--- config.mk ---
export PLATFORM = sky130hd
export DESIGN_NAME = nft_queue
export DESIGN_NICKNAME = d
export VERILOG_FILES = /design/src/design/nft_queue.sv
export SDC_FILE = /design/constraint.sdc
export NUM_CORES = 1
export LEC_CHECK = 0
export BUFFER_PORTS_ARGS = -buffer_cell sky130_fd_sc_hd__buf_2
export CAP_MARGIN = 25
export CORE_UTILIZATION = 43
export DETAILED_ROUTE_END_ITERATION = 10
export GPL_TIMING_DRIVEN = 0
export HOLD_SLACK_MARGIN = 0.15
export PLACE_DENSITY = 0.78
export SLEW_MARGIN = 20
export SYNTH_ARGS = -nofsm -noshare
export SYNTH_HDL_FRONTEND = slang
export SYNTH_SLANG_ARGS = --single-unit
--- constraint.sdc ---
create_clock -name clk -period 1.1 [get_ports clk]
set_clock_uncertainty 0.15 [all_clocks]
set_input_delay 0.055 -clock clk [delete_from_list [all_inputs] [get_ports clk]]
set_output_delay 0.055 -clock clk [all_outputs]
set_load 0.05 [all_outputs]
--- src/design/nft_queue.sv ---
// Two-entry queue of completed name lengths between front and back.
`default_nettype none
module nft_queue #(
  parameter int unsigned LW = 6
) (
  input  wire logic          clk,
  input  wire logic          rst_n,
  input  wire logic          push,
  input  wire logic [LW-1:0] push_len,
  input  wire logic          pop,
  output logic [LW-1:0]      head_len,
  output logic               empty,
  output logic               full
);
  logic [LW-1:0] q_r [2];
  logic          wp_r;
  logic          rp_r;
  logic [1:0]    cnt_r;

  always_comb begin
    head_len = q_r[rp_r];
    empty = (cnt_r == 2'd0);
    full = (cnt_r == 2'd2);
  end

  // Pointers and fill count.
  always_ff @(posedge clk) begin
    if (!rst_n) begin
      wp_r <= 1'b0;
      rp_r <= 1'b0;
      cnt_r <= 2'd0;
    end else begin
      if (push) begin
        wp_r <= ~wp_r;
      end
      if (pop) begin
        rp_r <= ~rp_r;
      end
      if (push && !pop) begin
        cnt_r <= cnt_r + 2'd1;
      end else if (pop && !push) begin
        cnt_r <= cnt_r - 2'd1;
      end
    end
  end

  // Entry storage.
  always_ff @(posedge clk) begin
    if (push) begin
      q_r[wp_r] <= push_len;
    end
  end
endmodule
`default_nettype wire

==> metrics.cfg <==
[outcome]
status = finished, violations left
failed_checks = negative hold slack, negative setup slack

[worst_setup_path]
crit_path_max_fanout = 6
required_ps = 890
cp-end-kind = primary output
crit_type = register to primary output
crit_arrival_ps = 1230
startpoint_type = register

[clock_network]
clock_latency_ps = 280
h-tree-depth = 1
cts.sinks = 17
cts_tree = yes
cts_buffer_depth = 2
ctsHoldBuffers = 7
clock-root-buffer = clkbuf_4
cts_buffers = 3
clk_pin_slew_worst_paths_ps = 90

[timing]
clock.fmax_ghz = 0.695
whs_ps = -32.5
hold_violations = 3
finalSetupViolations = 9
fin_crit_sh = 1.31
worst_pin_slew_ps = 213
slew_violations = 0
layout_setup_ws_ps = -339
final.min_clock_period_ps = 1440
slew_headroom = 0.857
rsz0062_at_grt = true

[power_and_ir_drop]
cellLeakagePower_nw = 0.419
power_density_nw_per_um2 = 1540
vdd_drop_max_mv = 0.854
totalPowerFinal_mw = 1.53

[yosys]
synth-async-reset-ratio = 0
synth-seq-cells = 17
ys_types = 16
synth_flop_cell = edfxtp_1
synth_edf_count = 12
synth_nets = 52
syn-cell-area_um2 = 651
synthCells = 41
ys_warn_count = 0
avgSynthCellArea_um2 = 15.9
synth-seq-area-share = 0.708

[run]
maxCapViolations = 0

[routing]
drt_iter0_markers = 10
vias = 412
firstDrtPassIters = 5
drt.antenna.violating_nets = 0
wl_um = 1140
detail_route.wl_per_cell_um = 13.3
drc = 0
detail_route.vias_per_cell = 4.79

[cells_and_area]
antennaDiodeCount = 0
final_util = 0.735
nNetsFinal = 83
multi_input_area_um2 = 223
drive_above_1_share = 0.507
fillers = 95
register_area_um2 = 467
area_delta_synth_final_pct = 52.5

[die]
ios = 18
start_util = 0.482
die-area_um2 = 1670
core_area_um2 = 1350
fp.dieH_um = 40.9
fp-row-count = 13
die_x_um = 40.9

[placed_design]
port_buffers = 17
dpl.hpwl_um = 741
routabilityCongestion = 0.624

[grt]
grt_max_degree = 10
track_usage = 0.177
antenna_found_initial = 0
grt_pass1_vias = 401
grt_pass1_wl_um = 1810
grt_overflow = 0

[min_path]
hold_path_class = input port to register

==> area by class of cell <==
cell class              count  share of cell area
multi-input cells          22               0.224
repair buffers             26               0.241
plain buffers               1              0.0151
clock buffers               4              0.0265
flip-flops and latches     17               0.470
well taps                  15              0.0189
inverters                   1             0.00378
==> cells by family after synthesis <==
family / share of synthesized area
compound gates: 0.0308
buf+inv: 0.0115
simple gates: 0.0865
mux: 0.104
flops: 0.708
fa+ha+maj: 0.0192
xor+xnor: 0.0404
==> power breakdown <==
group / internal, mW / leakage, nW / total [mW] / switching [mW]
logic: 0.219 / 0.248 / 0.443 / 0.224
clock network: 0.141 / 0.0150 / 0.322 / 0.181
registers: 0.735 / 0.155 / 0.765 / 0.0292
total: 1.09 / 0.419 / 1.53 / 0.434
==> state kept, by name, summed over array words and instances (netlist names), named ones only <==
name   cells
q_r       12
cnt_r      2
rp_r       1
wp_r       1
==> synthesized netlist by cell type (2+ instances only) <==
library cell  count  area share
and2_1            4       0.038
mux2_2            6        0.10
dfxtp_1           5        0.15
xor2_1            2       0.027
nor2b_1           2       0.019
edfxtp_1         12        0.55
==> placed cells by master (no fill, tap or decap), types with 2 or more instances in the layout <==
master          n
xor2_1          2
edfxtp_1       12
buf_6           5
dfxtp_2         2
dfxtp_1         2
clkbuf_4        3
dlygate4sd3_1   7
and2_1          3
buf_8           5
mux2_4          6
buf_2           9
==> routing by layer <==
| metal | global-route usage | wire length, µm | vias up |
|---|---|---|---|
| li1 | - | - | 207 |
| met1 | 0.206 | 515 | 190 |
| met2 | 0.301 | 579 | 13 |
| met3 | 0.0326 | 38 | 2 |
| met4 | 0.100 | 7 | 0 |
| met5 | 0 | 0 | - |
==> worst max-delay path: stages (launching register included) <==
cell	delay, ps
dfxtp_2	360
buf_8	130
mux2_4	310
buf_8	150
==> path summary, 6_finish.rpt <==
path,startpoint,end,slack [ps],cells past startpoint
worst max-delay path,register,head_len[3],-340,3
worst min-delay path,pop,rp_r,-30,3
worst max register to register,cnt_r[0],cnt_r[1],-70,3
worst min register to register,cnt_r[1],cnt_r[1],370,2
==> stage by stage <==
stage          std cells  setup slack [ps]  area (µm²)  setup TNS [ps]
5_1_grt               86              -393         992           -2740
6_report              86              -339         992           -2300
4_1_cts               86              -339         990           -2290
3_3_place_gp          73              -165         777           -1080
3_5_place_dp          73              -172         777           -1410
2_1_floorplan         41             -48.1         673           -96.1
==> repair_timing <==
item                       4_1_cts  5_1_grt
hold endpoints to repair        29       16
gates cloned                     0        0
pin swaps                        1        0
buffers inserted                 2        0
setup endpoints to repair       21       15
resized for setup               31        2
Power figures use the tool's default switching activity.
