<file path="src/design/nft_front.sv">
// Front end: accepts character beats into a two-slot pending name buffer.
`default_nettype none
module nft_front #(
  parameter int unsigned NAME_CHARS = 49,
  parameter int unsigned LW = 6,
  parameter int unsigned PA = 7
) (
  input  wire logic          clk,
  input  wire logic          rst_n,
  input  wire logic          take,
  input  wire logic [7:0]    ch,
  input  wire logic          last,
  output logic               push,
  output logic [LW-1:0]      push_len,
  input  wire logic [PA-1:0] rd_addr,
  output logic [7:0]         rd_data_r
);
  logic [7:0]    pend_mem [2*NAME_CHARS];
  logic          slot_r;
  logic [LW-1:0] len_r;
  logic [LW-1:0] len_nxt;
  logic [PA-1:0] wr_addr;
  logic          wr_en;

  // Length saturates one past the limit so an overlong name stays marked.
  always_comb begin
    wr_en = take && (len_r < LW'(NAME_CHARS));
    len_nxt = wr_en ? len_r + LW'(1) : LW'(NAME_CHARS + 1);
    wr_addr = slot_r ? PA'(NAME_CHARS) + PA'(len_r) : PA'(len_r);
    push = take && last;
    push_len = len_nxt;
  end

  // Byte counter and slot toggle.
  always_ff @(posedge clk) begin
    if (!rst_n) begin
      slot_r <= 1'b0;
      len_r <= '0;
    end else if (take) begin
      if (last) begin
        slot_r <= ~slot_r;
        len_r <= '0;
      end else begin
        len_r <= len_nxt;
      end
    end
  end

  // Pending name storage with a registered read port for the back end.
  always_ff @(posedge clk) begin
    if (wr_en) begin
      pend_mem[wr_addr] <= ch;
    end
    rd_data_r <= pend_mem[rd_addr];
  end
endmodule
`default_nettype wire

</file>
<file path="config.mk">
export PLATFORM = sky130hd
export DESIGN_NAME = nft_front
export DESIGN_NICKNAME = d
export VERILOG_FILES = /design/src/design/nft_front.sv
export SDC_FILE = /design/constraint.sdc
export NUM_CORES = 1
export LEC_CHECK = 0
export BUFFER_PORTS_ARGS = -buffer_cell sky130_fd_sc_hd__buf_4
export CAP_MARGIN = 20
export CORE_ASPECT_RATIO = 0.9
export CORE_MARGIN = 2
export CORE_UTILIZATION = 60
export DETAILED_ROUTE_END_ITERATION = 6
export HOLD_SLACK_MARGIN = 0.12
export PLACE_DENSITY = 0.76
export REMOVE_ABC_BUFFERS = 1
export SKIP_CTS_REPAIR_TIMING = 1
export SYNTH_ARGS = -nofsm -noshare
export SYNTH_HDL_FRONTEND = slang
export SYNTH_SLANG_ARGS = --single-unit
</file>
<file path="constraint.sdc">
create_clock -name clk -period 6.55 [get_ports clk]
set_input_delay 0.3275 -clock clk [delete_from_list [all_inputs] [get_ports clk]]
set_output_delay 0.3275 -clock clk [all_outputs]
set_load 0.02 [all_outputs]
</file>
==> results of run 1 <==
per-layer routing:
layer | routed length, µm | vias up
li1 | - | 6589
met1 | 28100 | 8233
met2 | 31400 | 838
met3 | 6870 | 124
met4 | 2010 | 2
met5 | 7 | -
tightest hold or removal path, stage by stage:
cell                      delay [ps]
sky130_fd_sc_hd__buf_4           140
sky130_fd_sc_hd__o21ai_0          70
sky130_fd_sc_hd__a21oi_1          80
sky130_fd_sc_hd__nor2b_1          90
synthesized netlist by cell type (all sizes together):
master	instances
clkbuf	31
nand3	6
a31oi	2
nand2	60
o211ai	16
nor2b	16
nor4	8
a32o	1
mux4	144
inv	3
a22oi	66
edfxtp	784
ha	2
mux2i	137
a21oi	35
xnor2	4
a221oi	8
nand2b	5
a311o	1
or2	3
and3	1
a22o	3
nor3	2
a32oi	1
and2	7
xor2	2
dfxtp	15
o22ai	2
mux2	16
o31ai	2
nor2	112
nand4	1
nand3b	3
buf	64
o21ai	20
nor3b	3
a311oi	8
cells by family (layout without fill, tap and decap cells):
group | Yosys count | in the layout | share of synthesized area, %
muxes | 297 | 297 | 15.2
xor gates and xnor gates | 6 | 6 | 0.167
DFF | 799 | 799 | 75.6
AOI/OAI and AO/OA | 165 | 165 | 3.57
buffers and inverters | 98 | 198 | 2.12
and+or+nand+nor | 227 | 227 | 3.29
adders and majority gates | 2 | 2 | 0.0793
registers in the layout, summed over array words and instances, names as in the netlist:
name       count
rd_data_r      8
pend_mem     784
slot_r         1
len_r          6
final cells by class:
cell class                 instances  area share, %
sequential                       799           68.6
multi-input combinational        697           20.2
clock buffer                      96           5.87
tap                              688           2.48
timing repair buffer              53           1.57
clock inverter                    46           1.23
inverter                           3         0.0324
worst max-delay path by stage:
stage,from,cells after the start,slack [ps],endpoint
after global routing,len_r[0],6,3050,pend_mem[3][0]
after CTS,len_r[0],6,3250,pend_mem[66][1]
after floorplan,len_r[0],7,4390,pend_mem[72][0]
final,len_r[0],6,3170,pend_mem[3][4]
after detailed placement,rd_addr[0],8,3080,rd_data_r[1]
after global placement,rd_addr[0],8,3110,rd_data_r[1]
through the flow:
stage	area (µm²)	instances	utilization (%)
after floorplan	30900	1499	-
after global placement	32100	2230	62.0
after detailed placement	32100	2230	62.0
after CTS	34600	2372	66.7
after global routing	34800	2382	67.1
final	34800	2382	67.1
power groups by stage:
stage,registers (mW),logic [mW],clock network (mW)
2_1_floorplan,5.76,0.220,0
3_3_place_gp,5.76,0.496,0
3_5_place_dp,5.76,0.508,0
4_1_cts,5.65,0.510,4.40
5_1_grt,5.65,0.557,4.61
6_report,5.65,0.524,4.36
==> results list, run 1 <==
* Part of the power in registers: a little over half
- Total via count in the routed design: between 15000 and 20000
- Among all stages on the critical path, the largest delay is contributed by sky130_fd_sc_hd__nor2_1.
- The top cell types in the final layout, fill and taps aside, are sky130_fd_sc_hd__edfxtp_1, sky130_fd_sc_hd__mux4_2, sky130_fd_sc_hd__mux2i_1.
- In this run the critical register-to-register path is captured at pend_mem[3][4].
* Portion of the clock cycle consumed by the worst path in the final layout: about half
- Layout Area Growth over Synthesis: 10.2%
- In this run the most critical hold path is launched from take.
* Cell family with the largest share of critical-path delay: simple AND/OR/NAND/NOR gates
* Count of buffer and inverter cells on the critical path: 0
- Worst hold path type: input port to flop
- The H-tree was split into 3 levels.
- After synthesis, flip-flops and latches occupy approximately 76% of the total area.
- Proportion of layout cells with a drive suffix above 1: approximately a fifth
- Dominant cells by area after synthesis: sky130_fd_sc_hd__edfxtp_1, sky130_fd_sc_hd__mux4_2, sky130_fd_sc_hd__mux2i_1
* Max Freq: 296 MHz
* Required time at the worst-slack endpoint: between 6000 and 7000 ps
- VDD IR max: 234 µV
- Static Leak: 11.1 nW
- Die Width: roughly 250 µm
- The cell count after synthesis came out at 1594.
* Capture endpoint of the worst hold path: len_r[3]
- Worst setup slack after placement: 3080 ps
- Die Footprint: approximately 0.054 mm²
- Routed WL per cell: 28.7 µm
* Slew @ Worst Pin: 1170 ps
- The first global-routing pass estimated approximately 100000 µm of wire.
- GRT Overall Usage: roughly a quarter
- # nets final: approximately 1700
- The number of antenna diodes in the final layout is 0.
* Post-synthesis instance area: around 0.032 mm²
* Cell at the root of the clock tree: sky130_fd_sc_hd__clkbuf_16
- On the final layout, the worst hold slack is around 140 ps.
* Area share of the largest cell type after synthesis: between 70% and 80%
- The run finished with clean final reports.
* Number of cells on the worst hold path: 4
- The signal on the critical path passes through ha_1 -> xnor2_1 -> nand3_1 -> o31ai_1 -> nand2_1 -> nor2_1.
- Sw Pwr: approximately 2.2 mW
* Data arrival time at the worst-slack endpoint: ~3600 ps
- Total length of routed wires: around 68000 µm
- Startpoint-to-endpoint class of the critical path: flop to flop
- In the final layout, the multi-input gates occupy between 0.007 and 0.008 mm².
* Std cell rows: 79
* Crit path launch type: flop
* Final-layout setup total negative slack: 0 ps
- Once detail routing completed, the nets flagged for antenna violations numbered 0.
- The synthesized design spends more area on one cell type than any other, namely sky130_fd_sc_hd__edfxtp_1.
- GR met3 Demand/Resource: under 10%
* Slew Limit Headroom: between 20% and 30%
- I/O Pins: 34
- Count of unresolved DRC violations after routing: 0
- Power per unit of standard cell area: 303 mW/mm²
- The clock passes through at most 3 buffers.
- The design draws between 10 and 15 mW.
* Worst setup slack after layout: 3170 ps
- Count of port buffers added during placement: 33
* Peak fanout along the critical path: 12
- Pin count of the biggest net entering global routing: 99
- Post-DP HPWL: approximately 38000 µm
- After clock tree synthesis, the clock-pin slew on the worst setup and hold paths is roughly 60 ps.
* R2r setup slk: between 3000 and 4000 ps
* Reg2Reg Launch Point: len_r[0]
- Flip-flop and latch area: about 0.024 mm²
- Share of power burned in combinational logic: roughly 5%
* Count of synthesis-stage warnings from yosys: 0
* Placer Congestion: between 0.8 and 0.9
* Met1 routing resource usage after global routing: 38.8%
- Die height: between 200 and 250 µm
* Internal power contribution: about 8.3 mW
- Clock tree synthesis inserted a total of 78 buffers.
- RSZ-0062 raised after global routing: no
* Endpoints failing hold: 0
- Number of distinct standard cells referenced by the synthesized netlist: 43
* Clock period minus final worst setup slack: 3380 ps
- The global routing stage identified its most utilized layer as met1.
- Violation count after the first detailed-routing iteration: 1936
- Synthesized area divided by synthesized cell count: between 15 and 20 µm²
* Core Region: slightly above 0.05 mm²
- Clock Latency Late Sink: between 600 and 700 ps
- Number of cell instances on the worst register-to-register path: 6
- Total overflow reported by the global router: 0
* # Max-Cap Violations: 0
- The first TritonRoute pass finished after 7 iterations.
* Worst-case clock skew: around 20 ps
* Setup violations, final: 0
- Global routing usage on met2: 37.4%
- Number of antenna violations at the first check in global routing: 1
- Once the floorplan was initialized, standard cells occupied between 60 and 70% of the core.
* Via count of the first global-routing pass: roughly 16000
* Via density per instance: between 6 and 7
- Clock group share of total power: between 40% and 50%
* Fill cell count: 3309
- Most common library cell in the layout ignoring fill and taps: sky130_fd_sc_hd__edfxtp_1
- Switching fraction of total power: around a fifth
* Slew Viols, Final: 0
* Clock tree from TritonCTS: built
* Total of flip-flops plus latches after synthesis: between 700 and 800
- For this run, the slowest stage of the critical path takes 930 ps.
- Endpoint type of the worst setup path: flop
- Clock tree synthesis found a total of about 800 sinks.
Power figures use the tool's default switching activity.
==> run 2: changes to the inputs <==
==> constraint.sdc (replaced) <==
create_clock -name clk -period 3.35 [get_ports clk]
set_input_delay 0.1675 -clock clk [delete_from_list [all_inputs] [get_ports clk]]
set_output_delay 0.1675 -clock clk [all_outputs]
set_load 0.02 [all_outputs]
==> results list, run 2 (synthesized netlist as in run 1, its figures left out) <==
- Status: complete, no violations (unchanged)
- The worst slack after detailed placement was 449 ps (was 3080 ps).
- Fill cell count: 3181 (was 3309)
* Violation count after the first detailed-routing iteration: 1994 (was 1936)
- Core Region: 0.0518 mm² (unchanged)
- The uppermost signal routing layer after detailed routing was met5 (unchanged).
* Total overflow reported by the global router: 0 (unchanged)
* Multi-input combinational cell area: 0.00704 mm² (unchanged)
- Slew Viols, Final: 0 (unchanged)
* Flip-flop and latch area: 0.0238 mm² (unchanged)
- The area overhead of the layout relative to synthesis was 12.1% (was 10.2%).
* Initial Utilization: 60.9% (unchanged)
- Total power draw: 20.8 mW (was 10.5 mW)
* Routed length on met2: 32400 µm (was 31400 µm)
- The clock latency at the later pin of the worst-skew pair came to 620 ps (about the same).
- Commonest non-fill, non-tap cells in the layout: sky130_fd_sc_hd__edfxtp_1, sky130_fd_sc_hd__mux4_2, sky130_fd_sc_hd__mux2i_1 (unchanged)
- Post-DP HPWL: 40400 µm (was 38000 µm)
- Worst hold path type: input port to flop (unchanged)
- Final cell area excluding filler cells: 0.0354 mm² (was 0.0348 mm²)
- The capturing element type of the critical path was a flop (unchanged).
- Via density per instance: 6.55 (was 6.63)
* Clock tree from TritonCTS: built (unchanged)
- The routed length on met1 is 29000 µm (was 28100 µm).
- Worst setup slack after layout: 354 ps (was 3170 ps)
* Most common library cell in the layout ignoring fill and taps: sky130_fd_sc_hd__edfxtp_1 (unchanged)
* Total length of routed wires: 69500 µm (was 68400 µm)
- Required time at the worst-slack endpoint: 3590 ps (was 6780 ps)
- Proportion of layout cells with a drive suffix above 1: 22.1% (was 19.4%)
- The post-placement cell area came to 0.0327 mm² (was 0.0321 mm²).
- The met3 wire length was 6470 µm (was 6870 µm).
* Crit path launch type: flop (unchanged)
* Max Freq: 334 MHz (was 296 MHz)
* Routed WL per cell: 28.4 µm (was 28.7 µm)
- Maximum root-to-sink buffer count: 3 (unchanged)
- Die Footprint: 0.0544 mm² (unchanged)
- Largest register by flop count: pend_mem (unchanged)
- The total clock buffers created by CTS was 75 (was 78).
- Via count of the first global-routing pass: 15746 (was 15546)
* Pin count of the biggest net entering global routing: 99 (unchanged)
* Count of unresolved DRC violations after routing: 0 (unchanged)
- The width of the die came to 246 µm (unchanged).
- RSZ-0062 raised after global routing: no (unchanged)
- The clock-pin slew reported for the worst setup and hold paths after clock tree synthesis came to 60 ps (about the same).
- The weighted congestion reported at the end of routability-driven placement was 0.915 (was 0.820).
- The final critical-path share of the clock period came to 89.4% (was 51.5%).
- Endpoints failing hold: 0 (unchanged)
- Cell at the root of the clock tree: sky130_fd_sc_hd__clkbuf_16 (unchanged)
* Slew @ Worst Pin: 1140 ps (was 1170 ps)
- The path type of the worst setup path is flop to flop (unchanged).
- Die height: 222 µm (unchanged)
- The count of max-cap constraint violations is 0 (unchanged).
- I/O Pins: 34 (unchanged)
* Count of port buffers added during placement: 33 (unchanged)
- The final setup skew was 26.7 ps (was 20.0 ps).
- The time the worst path needs with I/O delays and setup came to 3000 ps (was 3380 ps).
- Iteration count of the initial detailed-routing pass: 6 (was 7)
- The post-layout net count is 1719 (was 1653).
- Number of antenna violations at the first check in global routing: 1 (unchanged)
- Setup violations, final: 0 (unchanged)
- The wire length of the first global-routing pass is 103000 µm (was 102000 µm).
- Final-layout setup total negative slack: 0 ps (unchanged)
- The flip-flop count of the largest register, all copies and words added was 784 (unchanged).
- VDD IR max: 508 µV (was 234 µV)
- CTS HTree Levels: 3 (unchanged)
- N_diodes: 0 (unchanged)
- Data arrival time at the worst-slack endpoint: 3240 ps (was 3610 ps)
* Detail Route Antenna Nets: 0 (unchanged)
- The worst relative slew slack was 23.8% (was 21.4%).
- GRT Overall Usage: 25.8% (was 25.5%)
- The power density relative to cell area came to 588 mW/mm² (was 303 mW/mm²).
* Total via count in the routed design: 16013 (was 15786)
* Std cell rows: 79 (unchanged)
* Peak fanout along the critical path: 10 (was 12)
- Largest registers ranked by flip-flop count: pend_mem (784), rd_data_r (8), len_r (6) (unchanged)
* CTS sink count: 799 (unchanged)
- The static leakage power was 11.5 nW (was 11.1 nW).
-- run 2: final timing paths --
kind	slack [ps]	startpoint	depth (start not counted)	end
setup / recovery	350	len_r[0]	7	pend_mem[17][6]
hold / removal	290	ch[5]	1	pend_mem[69][5]
setup reg to reg	350	len_r[0]	7	pend_mem[17][6]
hold reg to reg	720	len_r[2]	2	len_r[2]
-- run 2: power breakdown --
part           switching [mW]  internal, mW  leakage [nW]
clock network            3.57          5.10          1.22
logic                   0.673         0.400          3.09
registers              0.0293          11.0          7.17
total                    4.27          16.5          11.5
-- run 2: routing by layer --
| metal | track usage (%) | vias up |
|---|---|---|
| met5 | 0 | - |
| met4 | 7.08 | 2 |
| met3 | 6.09 | 124 |
| met2 | 38.4 | 880 |
| met1 | 39.1 | 8308 |
| li1 | - | 6699 |
-- run 2: worst max-delay path: stages, from the launching register on --
cell and delay, ps:
sky130_fd_sc_hd__dfxtp_1 360, sky130_fd_sc_hd__inv_1 150, sky130_fd_sc_hd__ha_1 170, sky130_fd_sc_hd__nor3b_1 180, sky130_fd_sc_hd__o21ai_1 210, sky130_fd_sc_hd__nor2_1 280
sky130_fd_sc_hd__nand2_1 490, sky130_fd_sc_hd__nor2_1 800
-- run 2: per-stage QoR --
step	utilization, %	hold slack (ps)	instances
6_report	68.3	294	2446
5_1_grt	68.3	318	2446
4_1_cts	67.9	-184	2432
3_5_place_dp	63.0	444	2295
3_3_place_gp	63.0	428	2295
2_1_floorplan	-	266	1499
-- run 2: cell type report --
class | instances | area share (%)
clock buffer | 97 | 5.81
multi-input combinational | 697 | 19.9
inverter | 3 | 0.0318
clock inverter | 40 | 1.26
sequential | 799 | 67.4
timing repair buffer | 122 | 3.16
tap | 688 | 2.43
